`src/rtl/core/bds_pkg.sv`:
```
`default_nettype none
// ----------------------------------------------------------------------------
// bds_pkg: shared types and constants of the box downscaler
// Register codes, field widths and the tags that travel with each pixel item.
// ----------------------------------------------------------------------------
package bds_pkg;

  // Default sizing of the line buffer and of the block side
  localparam int MAX_LINE_DEF   = 4096;
  localparam int MAX_FACTOR_DEF = 16;

  // Frame height limit and register widths
  localparam int HEIGHT_LIMIT = 4096;
  localparam int ROW_W        = $clog2(HEIGHT_LIMIT);
  localparam int HGT_W        = $clog2(HEIGHT_LIMIT + 1);
  localparam int DIM_W        = 13;
  localparam int FACTOR_W     = 5;
  localparam int PIX_W        = 8;

  // Configuration port
  localparam int CFG_INDEX_W = 2;
  localparam int CFG_DATA_W  = 13;

  // Result queue depth
  localparam int QDEPTH = 8;

  typedef enum logic [CFG_INDEX_W-1:0] {
    REG_IN_WIDTH  = 2'd0,
    REG_IN_HEIGHT = 2'd1,
    REG_FACTOR    = 2'd2
  } bds_reg_t;

  typedef struct packed {
    logic [PIX_W-1:0] blue;
    logic [PIX_W-1:0] green;
    logic [PIX_W-1:0] red;
  } bds_pix_t;

  // Line and frame marks of an output pixel
  typedef struct packed {
    logic eol;
    logic eof;
  } bds_mark_t;

  // Control tag of one input pixel on its way through the sum memory
  typedef struct packed {
    logic      active;
    logic      first;
    logic      emit;
    bds_mark_t mark;
  } bds_tag_t;

endpackage
`default_nettype wire

```
`src/rtl/core/bds_scale.sv`:
```
`default_nettype none
// ----------------------------------------------------------------------------
// bds_scale: block average and result queue
// Multiplies each block sum by the reciprocal of the block area, keeps the
// integer part and queues the finished pixel for the output channel.
// ----------------------------------------------------------------------------
module bds_scale #(
  parameter int SW  = 16,
  parameter int MW  = 26,
  parameter int KSH = 25
) (
  input  logic               clk,
  input  logic               rst,
  input  logic               sum_valid,
  input  logic [SW-1:0]      sum_blue,
  input  logic [SW-1:0]      sum_green,
  input  logic [SW-1:0]      sum_red,
  input  bds_pkg::bds_mark_t sum_mark,
  input  logic [MW-1:0]      recip,
  output logic               out_valid,
  input  logic               out_ready,
  output logic [bds_pkg::PIX_W-1:0] blue_out,
  output logic [bds_pkg::PIX_W-1:0] green_out,
  output logic [bds_pkg::PIX_W-1:0] red_out,
  output logic               end_of_line,
  output logic               end_of_frame
);

  import bds_pkg::*;

  localparam int PW  = SW + MW;
  localparam int QPW = $clog2(QDEPTH);
  localparam int QCW = $clog2(QDEPTH + 1);

  typedef struct packed {
    bds_pix_t  pix;
    bds_mark_t mark;
  } res_t;

  logic          prod_v;
  logic [PW-1:0] prod_b, prod_g, prod_r;
  bds_mark_t     prod_mark;

  res_t           q_mem [QDEPTH];
  res_t           q_head;
  res_t           q_in;
  logic [QPW-1:0] wr_ptr, rd_ptr;
  logic [QCW-1:0] q_count;
  logic           push, pop;

  // Multiply by the area reciprocal
  always_ff @(posedge clk) begin
    if (rst) begin
      prod_v <= 1'b0;
    end else begin
      prod_v <= sum_valid;
    end
  end

  always_ff @(posedge clk) begin
    prod_b    <= PW'(sum_blue)  * PW'(recip);
    prod_g    <= PW'(sum_green) * PW'(recip);
    prod_r    <= PW'(sum_red)   * PW'(recip);
    prod_mark <= sum_mark;
  end

  // Drop the fraction and keep the low byte of the quotient
  assign q_in.pix.blue  = prod_b[KSH +: PIX_W];
  assign q_in.pix.green = prod_g[KSH +: PIX_W];
  assign q_in.pix.red   = prod_r[KSH +: PIX_W];
  assign q_in.mark      = prod_mark;

  assign push = prod_v;
  assign pop  = out_valid && out_ready;

  // Queue storage
  always_ff @(posedge clk) begin
    if (push) begin
      q_mem[wr_ptr] <= q_in;
    end
  end

  // Queue pointers and fill count
  always_ff @(posedge clk) begin
    if (rst) begin
      wr_ptr  <= '0;
      rd_ptr  <= '0;
      q_count <= '0;
    end else begin
      if (push) begin
        wr_ptr <= (wr_ptr == QPW'(QDEPTH - 1)) ? '0 : wr_ptr + QPW'(1);
      end
      if (pop) begin
        rd_ptr <= (rd_ptr == QPW'(QDEPTH - 1)) ? '0 : rd_ptr + QPW'(1);
      end
      q_count <= q_count + QCW'(push) - QCW'(pop);
    end
  end

  assign q_head       = q_mem[rd_ptr];
  assign out_valid    = (q_count != '0);
  assign blue_out     = q_head.pix.blue;
  assign green_out    = q_head.pix.green;
  assign red_out      = q_head.pix.red;
  assign end_of_line  = q_head.mark.eol;
  assign end_of_frame = q_head.mark.eof;

  a_no_overflow: assert property (@(posedge clk) disable iff (rst)
    (q_count == QCW'(QDEPTH) && !pop) |-> !push)
    else $error("result queue overflow");

  a_prod_follows: assert property (@(posedge clk) disable iff (rst)
    sum_valid |=> prod_v)
    else $error("block sum lost before the multiply stage");

  a_pop_count: assert property (@(posedge clk) disable iff (rst)
    (pop && !push) |=> (q_count == $past(q_count) - QCW'(1)))
    else $error("queue count out of step with pops");

endmodule
`default_nettype wire
```
`config.mk`:
```
export PLATFORM = sky130hd
export DESIGN_NAME = bds_scale
export DESIGN_NICKNAME = d
export VERILOG_FILES = /design/src/rtl/core/bds_pkg.sv /design/src/rtl/core/bds_scale.sv
export SDC_FILE = /design/constraint.sdc
export NUM_CORES = 2
export LEC_CHECK = 0
export ABC_CLOCK_PERIOD_IN_PS = 8500
export CAP_MARGIN = 40
export CORE_ASPECT_RATIO = 1.1
export CORE_UTILIZATION = 55
export DETAILED_ROUTE_END_ITERATION = 8
export DONT_BUFFER_PORTS = 1
export GPL_TIMING_DRIVEN = 0
export PLACE_DENSITY = 0.7
export SETUP_SLACK_MARGIN = 0.15
export SLEW_MARGIN = 40
export SYNTH_ARGS = -nofsm -noshare
export SYNTH_HDL_FRONTEND = slang
export SYNTH_SLANG_ARGS = --single-unit
```
`constraint.sdc`:
```
create_clock -name clk -period 8.5 [get_ports clk]
set_input_delay 1.7 -clock clk [delete_from_list [all_inputs] [get_ports clk]]
set_output_delay 1.7 -clock clk [all_outputs]
set_load 0.01 [all_outputs]
```
==> flow_metrics.env <==
export IMPL_status="finished, final reports clean"
export IMPL_final_hold_worst_slack_ns=0.490
export IMPL_synth_ff_type="edfxtp_1"
export IMPL_cp_required_ns=8.85
export IMPL_drt_first_pass_iters=7
export IMPL_post_place_cells=5073
export IMPL_initial_utilization_pct=56.0
export IMPL_cp_data_arrival_time_ns=8.64
export IMPL_clock_skew_final_ns=0.0144
export IMPL_number_of_antenna_violations_at_the_first_check_in_global_routing=13
export IMPL_slew_headroom_pct=36.0
export IMPL_first_global_vias=30906
export IMPL_period_minus_slack_ns=8.29
export IMPL_syn2layout_area_growth_pct=5.49
export IMPL_crit_path_start_kind="input pin"
export IMPL_fin_cells=5113
export IMPL_timing_hold_violations_final=0
export IMPL_die_h_um=289
export IMPL_slew_violations=0
export IMPL_pre_cts_ws_ns=-0.865
export IMPL_post_route_cells_drive_above_1_share_pct=4.86
export IMPL_timing_critical_path_to_type="flop"
export IMPL_ys_seq_elements=248
export IMPL_routed_via_count=28895
export IMPL_synth_unique_cells=48
export IMPL_via_per_inst=5.65
export IMPL_clock_sink_count=248
export IMPL_worst_setup_hold_path_clk_slew_ns=0.07
export IMPL_cts_post_setup_buffers_inserted=0
export IMPL_timing_hold_worst_class="reg -> reg"
export IMPL_gp_routability_congestion=1.04
export IMPL_drc=0
export IMPL_drt_wirelength_per_cell_um=23.6
export IMPL_floorplan_io_pins=107
export IMPL_max_cap_violations=0
export IMPL_cts_made_buffers=20
export IMPL_pin_count_of_the_biggest_net_entering_global_routing=18
export IMPL_seq_area_frac_synth_pct=17.1
export IMPL_hpwlAfterDp_mm=98.5
export IMPL_antenna_left=0
export IMPL_post_synth_edffs=208
export IMPL_finish_net_count=5347
export IMPL_syn_area_um2=41300
export IMPL_syn_mean_instance_area_um2=10.1
export IMPL_std_cell_rows=104
export IMPL_setup_ws_ns=0.213
export IMPL_r2r_slack_ns=6.23
export IMPL_rsz_0062_raised_after_global_routing="true"
export IMPL_synth_async_sr_flop_share_pct=0
export IMPL_global_route_wire_length_before_repair_mm=184
export IMPL_synth_warnings=0
export IMPL_final_setup_viol_count=0
export IMPL_depth_of_the_cts_h_tree=1
export IMPL_globalRoute_totalOverflow=0
export IMPL_final_period_utilization_pct=97.5
export IMPL_critical_path_max_fanout=10
export IMPL_maximum_clock_rate_mhz=121
export IMPL_drt_total_wl_mm=121
export IMPL_cts_tree="built"
export IMPL_core_region_area_um2=73700
export IMPL_tightest_slew_ns=0.960
export IMPL_synthesis_instances=4100
export IMPL_cts_buffer_depth=3
export IMPL_worstSetupPathType="in -> reg"
export IMPL_synth_net_count=5306
export IMPL_initialDrtViolationCount=2150
export IMPL_root_buffer="clkbuf_16"
export IMPL_port_buffers=0
export IMPL_fp_dieArea_um2=76100
export IMPL_die_x_um=263
export IMPL_track_usage_pct=33.0
export IMPL_clkLatencyLatePin_ns=0.50
export IMPL_cts_hold_buffers_added=0
-- path summary, 6_finish.rpt --
path | start | endpoint | depth (start not counted)
min reg2reg | rd_ptr[2] | rd_ptr[2] | 2
max reg2reg | prod_v | q_mem[2][8] | 7
min | rd_ptr[2] | rd_ptr[2] | 2
max | recip[6] | prod_g[31] | 23
-- final cells by class --
class	instances	area, um^2
Antenna cell	4	10.0
Timing Repair Buffer	19	218
Tap cell	954	1190
Multi-Input combinational cell	2649	29800
Clock inverter	8	72.6
Clock buffer	28	592
Buffer	231	936
Fill cell	6353	30100
Inverter	972	3650
Sequential cell	248	7050
-- routing by layer --
metal  track usage [%]  up-vias  share of wire (%)
met5                 0        -              0.045
met4              17.9        8                6.8
met3              8.63      436                 11
met2              54.3     1549                 47
met1              40.1    14808                 36
li1                  -    12094                  -
-- cell usage after synthesis, types with 22 or more instances --
library cell | n | share of area, %
xor2_1 | 22 | 0.47
mux4_2 | 52 | 2.8
xnor2_1 | 60 | 1.3
dfxtp_1 | 40 | 1.9
and2_1 | 448 | 6.8
mux2_2 | 26 | 0.71
clkbuf_1 | 222 | 2.0
fa_1 | 898 | 44
ha_1 | 228 | 6.9
edfxtp_1 | 208 | 15
nand2_1 | 713 | 6.5
a21oi_1 | 47 | 0.57
inv_1 | 972 | 8.8
nor2_1 | 26 | 0.24
-- cell usage in the layout (no fill, tap or decap), types with 20 or more instances in the layout --
cell type / count
nor2_1: 20
edfxtp_1: 208
clkbuf_2: 47
fa_1: 898
clkbuf_1: 177
xnor2_1: 56
a21oi_1: 46
mux2_2: 26
mux4_2: 52
inv_1: 972
ha_1: 228
and2_1: 448
clkbuf_16: 21
nand2_1: 713
dfxtp_1: 40
-- kinds of logic after synthesis --
kind of cell / synth area share [%]
xor+xnor: 1.74
fa+ha+maj: 50.5
simple gates: 14.2
compound gates: 1.93
mux: 3.62
flops: 17.1
buf+inv: 11.0
-- worst max-delay path: stages --
cell and delay (ns):
clkbuf_1 0.43, clkbuf_1 0.67, nand2_1 0.17, fa_1 0.53
inv_1 0.05, fa_1 0.51, inv_1 0.06, fa_1 0.53
inv_1 0.05, fa_1 0.38, fa_1 0.51, inv_1 0.05
fa_1 0.49, inv_1 0.05, ha_1 0.28, nand2_1 0.11
o21ai_0 0.63, a22oi_1 0.12, o21ai_0 0.16, a21oi_1 0.12
o31a_1 0.38, a21oi_1 0.24, xor2_2 0.41
-- metrics by stage --
stage	area [um^2]	setup TNS [ns]	utilization (%)
after floorplan	41300	0	-
after global placement	42500	-7.33	57.6
after detailed placement	42700	-5.67	58.0
after CTS	43400	0	59.0
after global routing	43500	0	59.1
final	43500	0	59.1
-- state kept, by name (all words and copies together), names as in the netlist, named ones only --
register   cells
prod_v         1
q_count        4
q_mem        208
prod_r         8
wr_ptr         3
prod_mark      2
prod_b         8
prod_g         8
rd_ptr         3
-- what timing repair did --
action                                  CTS  global route
pin swaps                                 0             1
gates resized for setup                  13            47
endpoints found under the setup margin    6            13
Power is left out: the tool's default activity adds up to more than one toggle a clock period on the data nets, which glitch-free logic cannot reach.
