--- config.mk ---
export PLATFORM = sky130hd
export DESIGN_NAME = bds_divider
export DESIGN_NICKNAME = d
export VERILOG_FILES = /design/src/rtl/core/bds_divider.sv
export SDC_FILE = /design/constraint.sdc
export NUM_CORES = 1
export LEC_CHECK = 0
export ABC_CLOCK_PERIOD_IN_PS = 2400
export BUFFER_PORTS_ARGS = -buffer_cell sky130_fd_sc_hd__clkbuf_2
export CAP_MARGIN = 20
export CELL_PAD_IN_SITES_DETAIL_PLACEMENT = 0
export CELL_PAD_IN_SITES_GLOBAL_PLACEMENT = 2
export CORE_ASPECT_RATIO = 1.75
export CORE_UTILIZATION = 30
export DETAILED_ROUTE_END_ITERATION = 10
export GPL_TIMING_DRIVEN = 0
export PLACE_DENSITY = 0.85
export SLEW_MARGIN = 20
export SYNTH_ARGS = -nofsm -noshare
export SYNTH_HDL_FRONTEND = slang
export SYNTH_SLANG_ARGS = --single-unit
--- constraint.sdc ---
create_clock -name clk -period 2.4 [get_ports clk]
set_input_delay 0.36 -clock clk [delete_from_list [all_inputs] [get_ports clk]]
set_output_delay 0.36 -clock clk [all_outputs]
set_load 0.005 [all_outputs]
--- src/rtl/core/bds_divider.sv ---
`default_nettype none
// ----------------------------------------------------------------------------
// bds_divider: serial restoring divider
// Produces one quotient bit per cycle; done pulses for one cycle at the end.
// ----------------------------------------------------------------------------
module bds_divider #(
  parameter int DVW = 26,
  parameter int DSW = 9
) (
  input  logic           clk,
  input  logic           rst,
  input  logic           start,
  input  logic [DVW-1:0] dividend,
  input  logic [DSW-1:0] divisor,
  output logic           done,
  output logic [DVW-1:0] quotient,
  output logic [DSW-1:0] remainder
);

  localparam int CNTW = $clog2(DVW);

  logic            busy;
  logic [CNTW-1:0] step;
  logic [DVW-1:0]  quo;
  logic [DSW-1:0]  rem;
  logic [DSW-1:0]  dsr;
  logic [DSW:0]    trial;
  logic            fits;

  // Shift in the next dividend bit and try the subtraction
  assign trial = {rem, quo[DVW-1]};
  assign fits  = (trial >= {1'b0, dsr});

  // Track busy and flag the last step
  always_ff @(posedge clk) begin
    if (rst) begin
      busy <= 1'b0;
      done <= 1'b0;
    end else begin
      done <= 1'b0;
      if (start) begin
        busy <= 1'b1;
      end else if (busy && step == CNTW'(DVW - 1)) begin
        busy <= 1'b0;
        done <= 1'b1;
      end
    end
  end

  // Load operands, then advance one bit per cycle
  always_ff @(posedge clk) begin
    if (start) begin
      step <= '0;
      quo  <= dividend;
      rem  <= '0;
      dsr  <= divisor;
    end else if (busy) begin
      step <= step + CNTW'(1);
      quo  <= {quo[DVW-2:0], fits};
      rem  <= fits ? DSW'(trial - {1'b0, dsr}) : trial[DSW-1:0];
    end
  end

  assign quotient  = quo;
  assign remainder = rem;

endmodule
`default_nettype wire

==> out/results.tsv, run 1 <==
stage	metric	value	unit
status	status	finished, violations left	
status	violated checks	DRC	
yosys	ranking of synthesized cells by area	edfxtp_1 (42%), dfxtp_1 (13%), mux2_2 (11%)	
floorplanning	IO Count	74	
finish	Ant. Diodes	0	
clocking	root buf cell	clkbuf_16	
worst_hold_path	Worst Hold Class	in2reg	
timing	Slew Limit Fails	0	
drt	Routed wire per std cell	15.0	um
yosys	Post-synth EDFFs	35	
drt	final antenna-violating net count	0	
critical_path	CP endpoint kind	flop	
finish	post-route cell area	3220	um2
finish	P&R area growth vs syn	29.8	%
yosys	library cells used by synthesis	42	
timing	final critical-path required period	2.34	ns
drt	Iteration-0 DRC Markers	52	
drt	DR pass1 iterations	7	
drt	drt total wl	5.56	mm
yosys	Post-synth ARST share	0	%
floorplanning	Starting Density	31.1	%
global_routing	largest net degree at the start of global routing	27	
critical_path	Critical Path RT	2.58	ns
yosys	Avg Cell Area, Syn	12.8	um2
critical_path	Setup crit start kind	flop	
global_routing	vias in the first global route	1919	
yosys	Yosys warnings	0	
pwr	Worst VDD drop	0.000464	V
clocking	htree depth	2	
yosys	sequential cell area fraction in the yosys report	55.4	%
floorplanning	Die Footprint	8640	um2
floorplanning	core area	7960	um2
clocking	Clock transition at path regs	0.07	ns
timing	Clock Skew	0.00500	ns
critical_path	Crit Path Category	reg2reg	
critical_path	CP Data Arrival Time	2.52	ns
yosys	cell area after synthesis	2480	um2
clocking	clk sinks	51	
floorplanning	Cell Rows	43	
clocking	worst-skew pair later-pin latency	0.29	ns
pwr	Lkg Pwr	1.40	nW
timing	Max Fclk	0.428	GHz
place	dpl hpwl	4.19	mm
timing	Hold Fails Final Rpt	0	
timing	Tcrit/Tclk final	97.4	%
global_routing	initial antenna violation count	0	
place	number of port buffers	73	
global_routing	Overflow after GRT	0	
yosys	post-synthesis register bit count	51	
timing	setup violators final	0	
clocking	maximum root-to-sink buffer count	2	
yosys	top cell type's share of synthesized area	42.4	%
finish	fill cell count	775	
place	area post-placement	2960	um2
floorplanning	die height	122	um
finish	fraction of layout cells with a size suffix above 1	43.8	%
yosys	top cells by count, synth	edfxtp_1 (35), mux2_2 (25), dfxtp_1 (16)	
drt	vias per cell	4.92	
place	GP Congestion	0.805	
floorplanning	Die Width	70.7	um
timing	setup ws final	0.0631	ns
global_routing	GRT Overall Usage	13.7	%
pwr	Total Power	0.00228	W
flow_run	Max-cap violations	0	
pwr	total power per unit cell area	708	nW/um2
timing	relative slew slack	34.2	%
yosys	most common cell in the synthesized netlist	edfxtp_1	
yosys	Mapped Nets	244	
critical_path	crit path max fanout	3	
timing	RSZ-0062 raised after global routing	true	
yosys	area leader, netlist	edfxtp_1	
global_routing	first-pass GRT wire length	9.05	mm
timing	Worst-Margin Slew	0.986	ns
place	pre-CTS setup slack	-0.276	ns
yosys	main flop type after synthesis	edfxtp_1	
clocking	CTS tree	done	
clocking	total CTS buffers	5	
drt	routed vias	1827	
clocking	CTS Hold Bufs	0	
finish	Nets	330	
drt	DRC Markers	4	
yosys	number of cells produced by synthesis	194	
-- through the flow --
stage                     hold slack (ns)  setup TNS (ns)  util, %  cells
after global placement              0.478           -1.89     37.1    357
after detailed placement            0.489           -1.92     37.1    357
after floorplan                     0.432               0        -    194
after CTS                           0.233               0     40.1    369
final                               0.239               0     40.4    371
after global routing                0.232         -0.0429     40.4    371
-- layer usage --
layer | part of all wire [%] | wire length, um | global-route usage [%] | vias to the layer above
li1 | - | - | - | 898
met1 | 40 | 2200 | 14.7 | 852
met2 | 53 | 2920 | 24.9 | 71
met3 | 6.0 | 332 | 3.53 | 6
met4 | 1.9 | 103 | 6.63 | 0
met5 | 0 | 0 | 0 | -
-- placed cells by master (no fill, tap or decap), types with 6 or more instances in the layout --
cell type,count
inv_1,15
clkbuf_2,73
nand3_1,6
nor2_1,9
a21oi_1,6
edfxtp_1,35
ha_1,11
xor2_1,6
buf_4,7
nand2_1,9
dfxtp_1,16
mux2_2,25
-- worst paths after layout --
path / start / end / slack (ns) / cells past startpoint
setup / recovery: quotient[25]$_DFFE_PP_ / remainder[4]$_SDFFE_PP0P_ / 0.06 / 10
hold / removal: rst / busy$_SDFFE_PP0P_ / 0.24 / 2
setup reg to reg: quotient[25]$_DFFE_PP_ / remainder[4]$_SDFFE_PP0P_ / 0.06 / 10
hold reg to reg: remainder[2]$_SDFFE_PP0P_ / remainder[2]$_SDFFE_PP0P_ / 0.49 / 2
-- kinds of logic after synthesis --
logic type	count (synthesis)	synth area share [%]
buf+inv	23	4.44
compound gates	30	9.39
fa+ha+maj	12	6.36
simple gates	39	7.88
mux	30	13.4
xor+xnor	9	3.18
flops	51	55.4
-- where the power goes --
group | leakage (nW) | internal, W | switching (W)
combinational | 0.825 | 0.000150 | 0.000148
clock | 0.0911 | 0.000598 | 0.000322
sequential | 0.480 | 0.00102 | 0.0000362
total | 1.40 | 0.00177 | 0.000506
-- state kept, by name, summed over array words and instances (netlist names) --
| name | cells |
|---|---|
| quotient | 26 |
| dsr | 9 |
| remainder | 9 |
| step | 5 |
| busy | 1 |
| done | 1 |
-- worst max-delay path: stages (launching register included) --
cell and delay (ns):
edfxtp_1 0.39, inv_1 0.07, ha_1 0.16, inv_1 0.06, fa_2 0.37, a211oi_4 0.31
o31ai_4 0.13, a211oi_4 0.29, buf_4 0.17, mux2i_2 0.20, o21ai_1 0.07
-- cell type report --
class | count | area [um2] | share of cell area [%]
Clock buffer | 6 | 129 | 4.01
Sequential cell | 51 | 1370 | 42.6
Multi-Input combinational cell | 120 | 1020 | 31.7
Timing Repair Buffer | 79 | 414 | 12.9
Buffer | 8 | 53.8 | 1.67
Inverter | 15 | 56.3 | 1.75
Clock inverter | 2 | 60.1 | 1.87
Tap cell | 90 | 113 | 3.50
-- repair_timing --
action,4_1_cts,5_1_grt
gates resized for setup,3,2
pin swaps,2,1
endpoints found under the setup margin,10,4
setup buffers,4,2
Note: power is estimated with default switching activity, not from simulation.
==> run 2: changes to the inputs <==
Settings changed: CELL_PAD_IN_SITES_DETAIL_PLACEMENT 0 to default, CELL_PAD_IN_SITES_GLOBAL_PLACEMENT 2 to default, CORE_UTILIZATION 30 to 35, PLACE_DENSITY 0.85 to 0.69.
==> run 2 against run 1 <==
The flow now finishes without violations. Clock power down 24%. Flip-flop and latch count is the same. Cell count shrank 1.3%. Die area decreased by 14%. Critical path depth shrank 1. Power down 9.4%. Design area shrank 1.1%. Combinational power rose by 2%. Core utilization grew 6.0 points. Sequential power about the same. Critical path type unchanged. Critical endpoint is now quotient[0]$_DFFE_PP_. Largest power group unchanged.
==> out/results.tsv, run 2 (synthesized netlist as in run 1, its figures left out) <==
stage	metric	value	unit
floorplanning	core area	6860	um2
finish	P&R area growth vs syn	28.4	%
pwr	total power per unit cell area	649	nW/um2
clocking	CTS tree	done	
drt	DRC Markers	0	
critical_path	Critical Path RT	2.43	ns
critical_path	Setup crit start kind	flop	
clocking	Clock transition at path regs	0.07	ns
timing	Hold Fails Final Rpt	0	
drt	vias per cell	5.04	
clocking	maximum root-to-sink buffer count	2	
critical_path	WP buf/inv	3	
global_routing	GRT Overall Usage	15.3	%
global_routing	Overflow after GRT	0	
global_routing	initial antenna violation count	0	
critical_path	CP Data Arrival Time	2.41	ns
floorplanning	IO Count	74	
worst_hold_path	Worst Hold Class	in2reg	
timing	Worst-Margin Slew	0.964	ns
timing	Slew Limit Fails	0	
timing	relative slew slack	35.6	%
place	GP Congestion	0.787	
drt	drt total wl	5.14	mm
clocking	htree depth	2	
pwr	Lkg Pwr	1.38	nW
finish	fraction of layout cells with a size suffix above 1	44.7	%
floorplanning	Die Footprint	7430	um2
clocking	total CTS buffers	5	
place	pre-CTS setup slack	-0.245	ns
critical_path	worst path cell trace	inv_2, ha_4, inv_2, fa_2, a211oi_4, o31ai_4, a211oi_4, buf_6, mux2i_1	
timing	Clock Skew	0.00261	ns
clocking	clk sinks	51	
timing	setup violators final	0	
pwr	Worst VDD drop	0.000616	V
critical_path	CP max stage cell	edfxtp_1	
finish	commonest cells after routing, fill and taps aside	clkbuf_2 (73), edfxtp_1 (35), mux2_2 (25), dfxtp_1 (16), inv_1 (13)	
drt	routed vias	1845	
timing	RSZ-0062 raised after global routing	true	
flow_run	Max-cap violations	0	
drt	Routed wire per std cell	14.1	um
pwr	Total Power	0.00206	W
critical_path	crit path max fanout	10	
floorplanning	Starting Density	36.1	%
timing	Tcrit/Tclk final	99.1	%
place	number of port buffers	73	
global_routing	largest net degree at the start of global routing	27	
timing	setup ws final	0.0220	ns
timing	WHS	0.229	ns
critical_path	CP endpoint kind	flop	
finish	Largest register FFs	26	
critical_path	Crit Path Category	reg2reg	
global_routing	vias in the first global route	1825	
floorplanning	die height	113	um
critical_path	Top Family by Delay on Critical Path	compound AO/OA/AOI/OAI gates	
place	area post-placement	2950	um2
clocking	CTS Hold Bufs	0	
timing	final critical-path required period	2.38	ns
drt	DR pass1 iterations	5	
global_routing	first-pass GRT wire length	8.52	mm
drt	Iteration-0 DRC Markers	38	
clocking	worst-skew pair later-pin latency	0.29	ns
clocking	root buf cell	clkbuf_16	
finish	most common cell after layout, fill and taps aside	clkbuf_2	
critical_path	Crit path largest cell delay	0.40	ns
floorplanning	Cell Rows	40	
finish	Nets	331	
floorplanning	Die Width	65.6	um
drt	final antenna-violating net count	0	
place	dpl hpwl	3.82	mm
finish	post-route cell area	3180	um2
status	status	finished, final reports clean	
finish	Ant. Diodes	0	
timing	Max Fclk	0.421	GHz
-- run 2: cell count changes in the layout (fill, tap and decap cells not counted) --
| cell | delta |
|---|---|
| mux2i_2 | -1 |
| clkinv_2 | +1 |
| ha_4 | +1 |
| mux2i_1 | +1 |
| inv_2 | +2 |
| o21ai_0 | -1 |
| buf_6 | +1 |
| clkinvlp_4 | +1 |
| bufinv_16 | -2 |
| o21ai_1 | +1 |
| ha_1 | -1 |
| inv_1 | -2 |
-- run 2: worst register-to-register path, stage by stage (launching register included) --
cell	delay, ns
edfxtp_1	0.40
inv_2	0.08
ha_4	0.12
inv_2	0.04
fa_2	0.38
a211oi_4	0.31
o31ai_4	0.14
a211oi_4	0.37
buf_6	0.20
mux2i_1	0.07
-- run 2: final timing paths --
check,startpoint,to,slack (ns),depth (start not counted)
worst max-delay path,quotient[25]$_DFFE_PP_,quotient[0]$_DFFE_PP_,0.02,9
worst min-delay path,rst,busy$_SDFFE_PP0P_,0.23,2
worst max register to register,quotient[25]$_DFFE_PP_,quotient[0]$_DFFE_PP_,0.02,9
worst min register to register,remainder[4]$_SDFFE_PP0P_,remainder[4]$_SDFFE_PP0P_,0.49,2
-- run 2: per-layer routing --
layer  wire, um  share of wire (%)  vias to the layer above  track usage, %
met2       2710                 53                       63            26.5
met5          0                  0                        -               0
met4        141                2.7                        0            7.97
met3        320                6.2                       10            4.03
met1       1970                 38                      874            16.7
li1           -                  -                      898               -
-- run 2: cell type report --
cell class,instances,area (um2)
fillers,605,3680
flip-flops and latches,51,1370
multi-input cells,120,1030
repair buffers,80,425
clock buffers,6,129
well taps,84,105
inverters,15,56.3
plain buffers,8,53.8
clock inverters,2,12.5
-- run 2: per-stage QoR --
stage / instances / setup TNS (ns) / util [%]
floorplan: 194 / 0 / -
global placement: 351 / -1.29 / 43.0
detailed placement: 351 / -1.58 / 43.0
CTS: 363 / 0 / 45.7
global route: 366 / -0.403 / 46.4
finish: 366 / 0 / 46.4
-- run 2: what timing repair did --
item | in CTS | in global routing
gates resized for setup | 2 | 8
endpoints found under the setup margin | 10 | 10
buffers inserted | 4 | 3
pin swaps | 2 | 7
-- run 2: report_power, final --
part	internal, W	switching (W)	leakage, nW
clock	0.000385	0.000314	0.0669
sequential	0.00102	0.0000376	0.480
combinational	0.000156	0.000148	0.835
total	0.00156	0.000500	1.38
